<file path="config.mk">
export PLATFORM = sky130hd
export DESIGN_NAME = mrc_frame
export DESIGN_NICKNAME = d
export VERILOG_FILES = /design/src/rtl/core/mrc_pkg.sv /design/src/rtl/core/mrc_frame.sv
export SDC_FILE = /design/constraint.sdc
export NUM_CORES = 1
export LEC_CHECK = 0
export ABC_AREA = 1
export BUFFER_PORTS_ARGS = -buffer_cell sky130_fd_sc_hd__buf_2
export CORE_UTILIZATION = 35
export CTS_BUF_LIST = sky130_fd_sc_hd__clkbuf_16
export DETAILED_ROUTE_END_ITERATION = 8
export GPL_ROUTABILITY_DRIVEN = 0
export PLACE_DENSITY = 0.57
export SLEW_MARGIN = 20
export SYNTH_ARGS = -nofsm -noshare
export SYNTH_HDL_FRONTEND = slang
export SYNTH_SLANG_ARGS = --single-unit
</file>
<file path="constraint.sdc">
create_clock -name clk_i -period 3 [get_ports clk_i]
set_input_delay 0.3 -clock clk_i [delete_from_list [all_inputs] [get_ports clk_i]]
set_output_delay 0.3 -clock clk_i [all_outputs]
set_load 0.005 [all_outputs]
</file>
<file path="src/rtl/core/mrc_pkg.sv">
`default_nettype none

package mrc_pkg;

  // Frame geometry: address, function, byte count, data words, CRC low, CRC high
  localparam int unsigned REGISTER_COUNT = 7;
  localparam int unsigned SHOWN_WORDS    = 7;
  localparam int unsigned DATA_BYTES     = 2 * REGISTER_COUNT;
  localparam int unsigned FRAME_LEN      = DATA_BYTES + 5;
  localparam int unsigned POS_W          = $clog2(FRAME_LEN + 1);
  localparam int unsigned POS_CRC_LO     = 3 + DATA_BYTES;

  localparam logic [15:0] CRC_INIT = 16'hFFFF;
  localparam logic [15:0] CRC_POLY = 16'hA001;
  localparam logic [15:0] QUIET_MAX = 16'hFFFF;

  localparam logic [7:0]  SLAVE_ADDRESS_RST = 8'h02;
  localparam logic [7:0]  FUNCTION_CODE_RST = 8'h03;
  localparam logic [15:0] GAP_LIMIT_RST     = 16'd400;

  localparam int unsigned CFG_IDX_W  = 2;
  localparam int unsigned CFG_DATA_W = 16;

  typedef logic [POS_W-1:0] pos_t;

  typedef enum logic [1:0] {
    KIND_START = 2'd0,
    KIND_BYTE  = 2'd1,
    KIND_TICK  = 2'd2
  } kind_e;

  typedef enum logic [1:0] {
    STATUS_VALID   = 2'd0,
    STATUS_CRC     = 2'd1,
    STATUS_HEADER  = 2'd2,
    STATUS_TIMEOUT = 2'd3
  } status_e;

  typedef enum logic [CFG_IDX_W-1:0] {
    CFG_SLAVE_ADDRESS = 2'd0,
    CFG_FUNCTION_CODE = 2'd1,
    CFG_GAP_LIMIT     = 2'd2
  } cfg_idx_e;

  typedef struct packed {
    logic [7:0]  slave_address;
    logic [7:0]  function_code;
    logic [15:0] gap_limit;
  } cfg_t;

  typedef struct packed {
    logic       valid;
    logic [1:0] kind;
    logic [7:0] data_byte;
  } step_t;

  typedef struct packed {
    logic    valid;
    status_e status;
  } result_t;

  // CRC-16, reflected, one byte in eight shift steps
  function automatic logic [15:0] crc_feed(input logic [15:0] crc, input logic [7:0] b);
    logic [15:0] c;
    c = crc ^ {8'h00, b};
    for (int k = 0; k < 8; k++) begin
      if (c[0]) begin
        c = (c >> 1) ^ CRC_POLY;
      end else begin
        c = c >> 1;
      end
    end
    return c;
  endfunction

endpackage

`default_nettype wire

</file>
<file path="src/rtl/core/mrc_frame.sv">
`default_nettype none

module mrc_frame (
  input  logic            clk_i,
  input  logic            rst_ni,
  input  mrc_pkg::cfg_t    cfg_i,
  input  mrc_pkg::step_t   step_i,
  output mrc_pkg::result_t result_o,
  output logic [15:0]     held_o [mrc_pkg::REGISTER_COUNT]
);
  import mrc_pkg::*;

  pos_t        pos_q, pos_d;
  logic [15:0] crc_q, crc_d;
  logic [15:0] quiet_q, quiet_d;
  logic [15:0] quiet_inc;
  logic        open_q, open_d;
  logic        hdr_ok_q, hdr_ok_d;
  logic [7:0]  crc_lo_q, crc_lo_d;
  logic        load_held;
  logic        byte_ok;
  logic [15:0] pending_q [REGISTER_COUNT];
  logic [15:0] held_q [REGISTER_COUNT];

  assign byte_ok   = step_i.valid && (step_i.kind == KIND_BYTE) && open_q;
  assign quiet_inc = (quiet_q != QUIET_MAX) ? quiet_q + 16'd1 : quiet_q;

  always_comb begin
    pos_d     = pos_q;
    crc_d     = crc_q;
    quiet_d   = quiet_q;
    open_d    = open_q;
    hdr_ok_d  = hdr_ok_q;
    crc_lo_d  = crc_lo_q;
    load_held = 1'b0;
    result_o  = '{valid: 1'b0, status: STATUS_VALID};
    if (step_i.valid) begin
      if (step_i.kind == KIND_START) begin
        pos_d    = '0;
        crc_d    = CRC_INIT;
        quiet_d  = '0;
        open_d   = 1'b1;
        hdr_ok_d = 1'b1;
        crc_lo_d = '0;
      end else if (step_i.kind == KIND_TICK && open_q) begin
        quiet_d = quiet_inc;
        if (quiet_inc >= cfg_i.gap_limit) begin
          open_d   = 1'b0;
          result_o = '{valid: 1'b1, status: STATUS_TIMEOUT};
        end
      end else if (byte_ok) begin
        quiet_d = '0;
        pos_d   = pos_q + pos_t'(1);
        if (pos_q < pos_t'(POS_CRC_LO)) begin
          crc_d = crc_feed(crc_q, step_i.data_byte);
          if (pos_q == pos_t'(0) && step_i.data_byte != cfg_i.slave_address) begin
            hdr_ok_d = 1'b0;
          end
          if (pos_q == pos_t'(1) && step_i.data_byte != cfg_i.function_code) begin
            hdr_ok_d = 1'b0;
          end
          if (pos_q == pos_t'(2) && step_i.data_byte != DATA_BYTES[7:0]) begin
            hdr_ok_d = 1'b0;
          end
        end else if (pos_q == pos_t'(POS_CRC_LO)) begin
          crc_lo_d = step_i.data_byte;
        end else begin
          open_d = 1'b0;
          if (!hdr_ok_q) begin
            result_o = '{valid: 1'b1, status: STATUS_HEADER};
          end else if ({step_i.data_byte, crc_lo_q} != crc_q) begin
            result_o = '{valid: 1'b1, status: STATUS_CRC};
          end else begin
            result_o  = '{valid: 1'b1, status: STATUS_VALID};
            load_held = 1'b1;
          end
        end
      end
    end
  end

  always_ff @(posedge clk_i or negedge rst_ni) begin
    if (!rst_ni) begin
      pos_q    <= '0;
      crc_q    <= CRC_INIT;
      quiet_q  <= '0;
      open_q   <= 1'b0;
      hdr_ok_q <= 1'b1;
      crc_lo_q <= '0;
    end else begin
      pos_q    <= pos_d;
      crc_q    <= crc_d;
      quiet_q  <= quiet_d;
      open_q   <= open_d;
      hdr_ok_q <= hdr_ok_d;
      crc_lo_q <= crc_lo_d;
    end
  end

  // Each data word has fixed frame positions: high byte first, then low byte
  for (genvar j = 0; j < REGISTER_COUNT; j++) begin : g_word
    always_ff @(posedge clk_i) begin
      if (byte_ok && pos_q == pos_t'(3 + 2 * j)) begin
        pending_q[j] <= {step_i.data_byte, 8'h00};
      end else if (byte_ok && pos_q == pos_t'(4 + 2 * j)) begin
        pending_q[j][7:0] <= step_i.data_byte;
      end
    end

    always_ff @(posedge clk_i or negedge rst_ni) begin
      if (!rst_ni) begin
        held_q[j] <= '0;
      end else if (load_held) begin
        held_q[j] <= pending_q[j];
      end
    end

    assign held_o[j] = held_q[j];
  end

endmodule

`default_nettype wire

</file>
==> summary.md <==
The flow ran to the end, but the final reports show violations. The final reports fail on setup timing. Summing all flip-flop and latch instances after layout gives 7363 um^2.

The logs give 1 for the H-tree depth and 21.07 mm for the detailed placement HPWL. At the end of the flow, the number of nets in the layout was 1504. Wire length per cell: 15.90 um. The die footprint is 34460 um^2, and the max-slew violation count is 0. The run gives 62.39% as the register area share after synthesis. TritonCTS built the clock tree. The total of fill cells in the finished design was 3184.

In this run the cell area of the synthesized design comes to 11800 um^2. Kind of critical path: register to output port. The async set or reset register ratio after synthesis was 58.67%.

Timing analysis after detailed placement gives a worst setup slack of -212.4 ps. The total power of the final layout is 9239 uW. STA classifies the critical path endpoint as an output port. From synthesis to final layout, the design area changed by 25.16%. In the finished design, the share of the clock period the worst path needs comes to 121.2%. The die is 185.6 um tall. The flip-flop and latch count after synthesis came out at 271. For the final-report hold violation count, the log shows 0. For this run, the total global-route usage over all layers was measured as 17.87%. The min-delay analysis places its worst path in the category input port to register. In the final layout, the multi-input gates occupy 3533 um^2. For this configuration, the core starts out at a cell density of 35.91%. VDD sags by at most 0.4333 mV. The number of DRC markers in iteration 0 is 580. Data arrives at the worst endpoint at 3340 ps. The tools report the root buffer selected by CTS as sky130_fd_sc_hd__clkbuf_16. The logs give 39 for the number of distinct library cells after synthesis and 47.62 mm for the first-pass GRT wire length. The net count after synthesis was 1277. Subtracting the final worst setup slack from the clock period gives 3637 ps. The relative slew slack was 50.09%; the required time of the worst setup path was 2700 ps. At the end of the flow the core is filled with cells to 44.94%.

The average size of a mapped cell works out to 9.754 um^2. For the number of global-route vias before repair, the log shows 8635. Detailed routing inserted a total of 8800 vias.

The final antenna-violating net count came out at 0. The tools report the kind of start point of the critical path as a register. The first detailed-routing pass ran for 5 iterations. The fraction of layout instances using a drive strength above 1 came out at 22.59%. The total power per unit cell area is 625.4 nW/um^2.

The count of endpoints failing setup in the final report came out at 4. The number of diodes added for antenna fixing came out at 0. Area of the placeable core: 32870 um^2. For the smallest setup slack after layout, the log shows -636.7 ps.

Predominant post-synthesis flop cell: sky130_fd_sc_hd__dfrtp_1. Entering global routing, the biggest net connects 63 pins. Dividing the detail-routed via count by the number of cells gives 4.624. 160 I/O pins were placed. The count of max-cap constraint violations is 0, and the count of input and output buffers is 159. Setup repair after global routing could not meet its margin everywhere. Along the worst path, the maximum fanout reaches 4. Counting every instance in the synthesized netlist gives 1210. The logs give 31 for the number of CTS-inserted buffers and 9.808 ps for the setup clock skew after layout. The clock-pin transition on the worst setup and hold timing paths came out at 60 ps. Clock insertion delay at the later pin of the skew report: 540 ps. Standard-cell row count: 66. During synthesis, Yosys emitted a total of 0 warnings.

Static timing analysis puts the maximum clock frequency at 275.0 MHz. For this run the aggregate overflow at the end of global routing stands at 0. For the number of antenna violations at the first check in global routing, the log shows 0. From left edge to right edge, the die measures 185.6 um. For the pin with the worst max-slew slack, the measured transition is 743.7 ps. The routed wire length was 30.26 mm. The leakage dissipation came out at 0.007301 uW. The number of synthesized flops with an enable pin was 112; the sink count of the clock tree was 271. In the routed design, unresolved DRC markers number 0. The longest clock path from root to sink contains 3 buffers.
-- logic make-up after synthesis --
family / synth area share (%)
fa+ha+maj: 2.332
compound gates: 8.661
simple gates: 14.91
buf+inv: 8.926
xor+xnor: 2.788
flops: 62.39
-- cell type report --
cell class	count	share of cell area (%)
Multi-Input combinational cell	674	23.92
Sequential cell	271	49.85
Timing Repair Buffer	234	9.919
Tap cell	442	3.744
Clock buffer	33	5.590
Clock inverter	24	1.262
Inverter	225	5.717
-- metal layers --
metal	vias to the layer above	global-route usage [%]	part of all wire, %
li1	4352	-	-
met1	4144	25.38	48
met2	261	29.00	45
met3	43	2.309	5.4
met4	0	4.131	1.8
met5	-	0	0
-- final timing paths --
kind	start	end	slack, ps	depth (start not counted)
setup / recovery	quiet_q[0]	result_o[0]	-640	17
hold / removal	step_i[0]	crc_lo_q[0]	140	3
setup reg to reg	quiet_q[0]	open_q	-410	25
hold reg to reg	held_o[22]	held_o[22]	480	2
max in group asynchronous	rst_ni	crc_q[0]	1860	3
min in group asynchronous	rst_ni	held_o[92]	330	2
-- Yosys cell counts, types with 2 or more instances --
cell	number	area share (%)
sky130_fd_sc_hd__xor2_1	13	0.96
sky130_fd_sc_hd__o21ai_0	34	1.4
sky130_fd_sc_hd__a32oi_1	4	0.30
sky130_fd_sc_hd__inv_2	4	0.13
sky130_fd_sc_hd__nor3_1	11	0.47
sky130_fd_sc_hd__nand3_2	2	0.17
sky130_fd_sc_hd__a22oi_1	8	0.51
sky130_fd_sc_hd__nand4_1	14	0.74
sky130_fd_sc_hd__nand2_1	238	7.6
sky130_fd_sc_hd__dfrtp_1	142	30
sky130_fd_sc_hd__nor2_1	106	3.4
sky130_fd_sc_hd__buf_2	20	0.85
sky130_fd_sc_hd__inv_1	216	6.9
sky130_fd_sc_hd__ha_1	22	2.3
sky130_fd_sc_hd__dfstp_2	17	3.8
sky130_fd_sc_hd__buf_6	2	0.19
sky130_fd_sc_hd__nor4_1	4	0.21
sky130_fd_sc_hd__clkinv_1	5	0.16
sky130_fd_sc_hd__buf_4	5	0.32
sky130_fd_sc_hd__clkbuf_1	13	0.41
sky130_fd_sc_hd__nand3_1	40	1.7
sky130_fd_sc_hd__o21ai_1	110	4.7
sky130_fd_sc_hd__a21oi_1	20	0.85
sky130_fd_sc_hd__or2_2	2	0.11
sky130_fd_sc_hd__nor2_2	2	0.11
sky130_fd_sc_hd__xnor2_1	22	1.6
sky130_fd_sc_hd__edfxtp_1	112	28
sky130_fd_sc_hd__o22ai_1	11	0.58
-- cells in the final DEF, fill, tap and decap left out, types with 22 or more instances in the layout --
cell	synthesis	layout
sky130_fd_sc_hd__clkbuf_16	0	33
sky130_fd_sc_hd__buf_2	20	158
sky130_fd_sc_hd__inv_1	216	222
sky130_fd_sc_hd__nor2_1	106	102
sky130_fd_sc_hd__o21ai_1	110	114
sky130_fd_sc_hd__buf_4	5	62
sky130_fd_sc_hd__edfxtp_1	112	112
sky130_fd_sc_hd__o21ai_0	34	29
sky130_fd_sc_hd__xnor2_1	22	22
sky130_fd_sc_hd__nand3_1	40	35
sky130_fd_sc_hd__nand2_1	238	235
sky130_fd_sc_hd__dfrtp_1	142	142
-- stage by stage --
| step | std cells | TNS [ps] | instance area, um^2 | hold slack (ps) |
|---|---|---|---|---|
| 6_report | 1903 | -2248 | 14770 | 140.8 |
| 5_1_grt | 1903 | -3239 | 14770 | 142.2 |
| 4_1_cts | 1902 | -2118 | 14730 | 117.2 |
| 3_5_place_dp | 1831 | -690.1 | 13490 | 352.4 |
| 3_3_place_gp | 1831 | -329.9 | 13490 | 348.3 |
| 2_1_floorplan | 1210 | 0 | 11800 | 4.409 |
-- what timing repair did --
item | CTS | global route
endpoints found under the hold margin | 60 | 0
hold buffers | 1 | 0
pin swaps | 17 | 12
endpoints found under the setup margin | 4 | 4
setup buffers | 15 | 1
resized for setup | 31 | 6
-- worst max-delay path: stages, from the launching register on --
cell                      delay (ps)
sky130_fd_sc_hd__dfrtp_1         360
sky130_fd_sc_hd__ha_2            220
sky130_fd_sc_hd__nand3_4          90
sky130_fd_sc_hd__nor3_4          180
sky130_fd_sc_hd__nand3_2         140
sky130_fd_sc_hd__inv_1           100
sky130_fd_sc_hd__nand4_1          90
sky130_fd_sc_hd__xor2_1          150
sky130_fd_sc_hd__inv_1            70
sky130_fd_sc_hd__nor2_2          110
sky130_fd_sc_hd__inv_1            60
sky130_fd_sc_hd__ha_1            290
sky130_fd_sc_hd__nand4_1         130
sky130_fd_sc_hd__nor3_2          210
sky130_fd_sc_hd__nand3_1         100
sky130_fd_sc_hd__nand4_1         180
sky130_fd_sc_hd__nor3b_2         200
sky130_fd_sc_hd__buf_2           130
-- registers in the layout, summed over array words and instances (netlist names) --
signal and flops:
crc_lo_q 8, crc_q 16, hdr_ok_q 1, held_o 112
open_q 1, pending_q 112, pos_q 5, quiet_q 16
-- report_power, final --
part | switching (uW) | total [uW] | internal, uW
Combinational | 779 | 1240 | 464
Clock | 1500 | 3730 | 2230
Sequential | 168 | 4270 | 4100
Note: power is estimated with default switching activity, not from simulation.
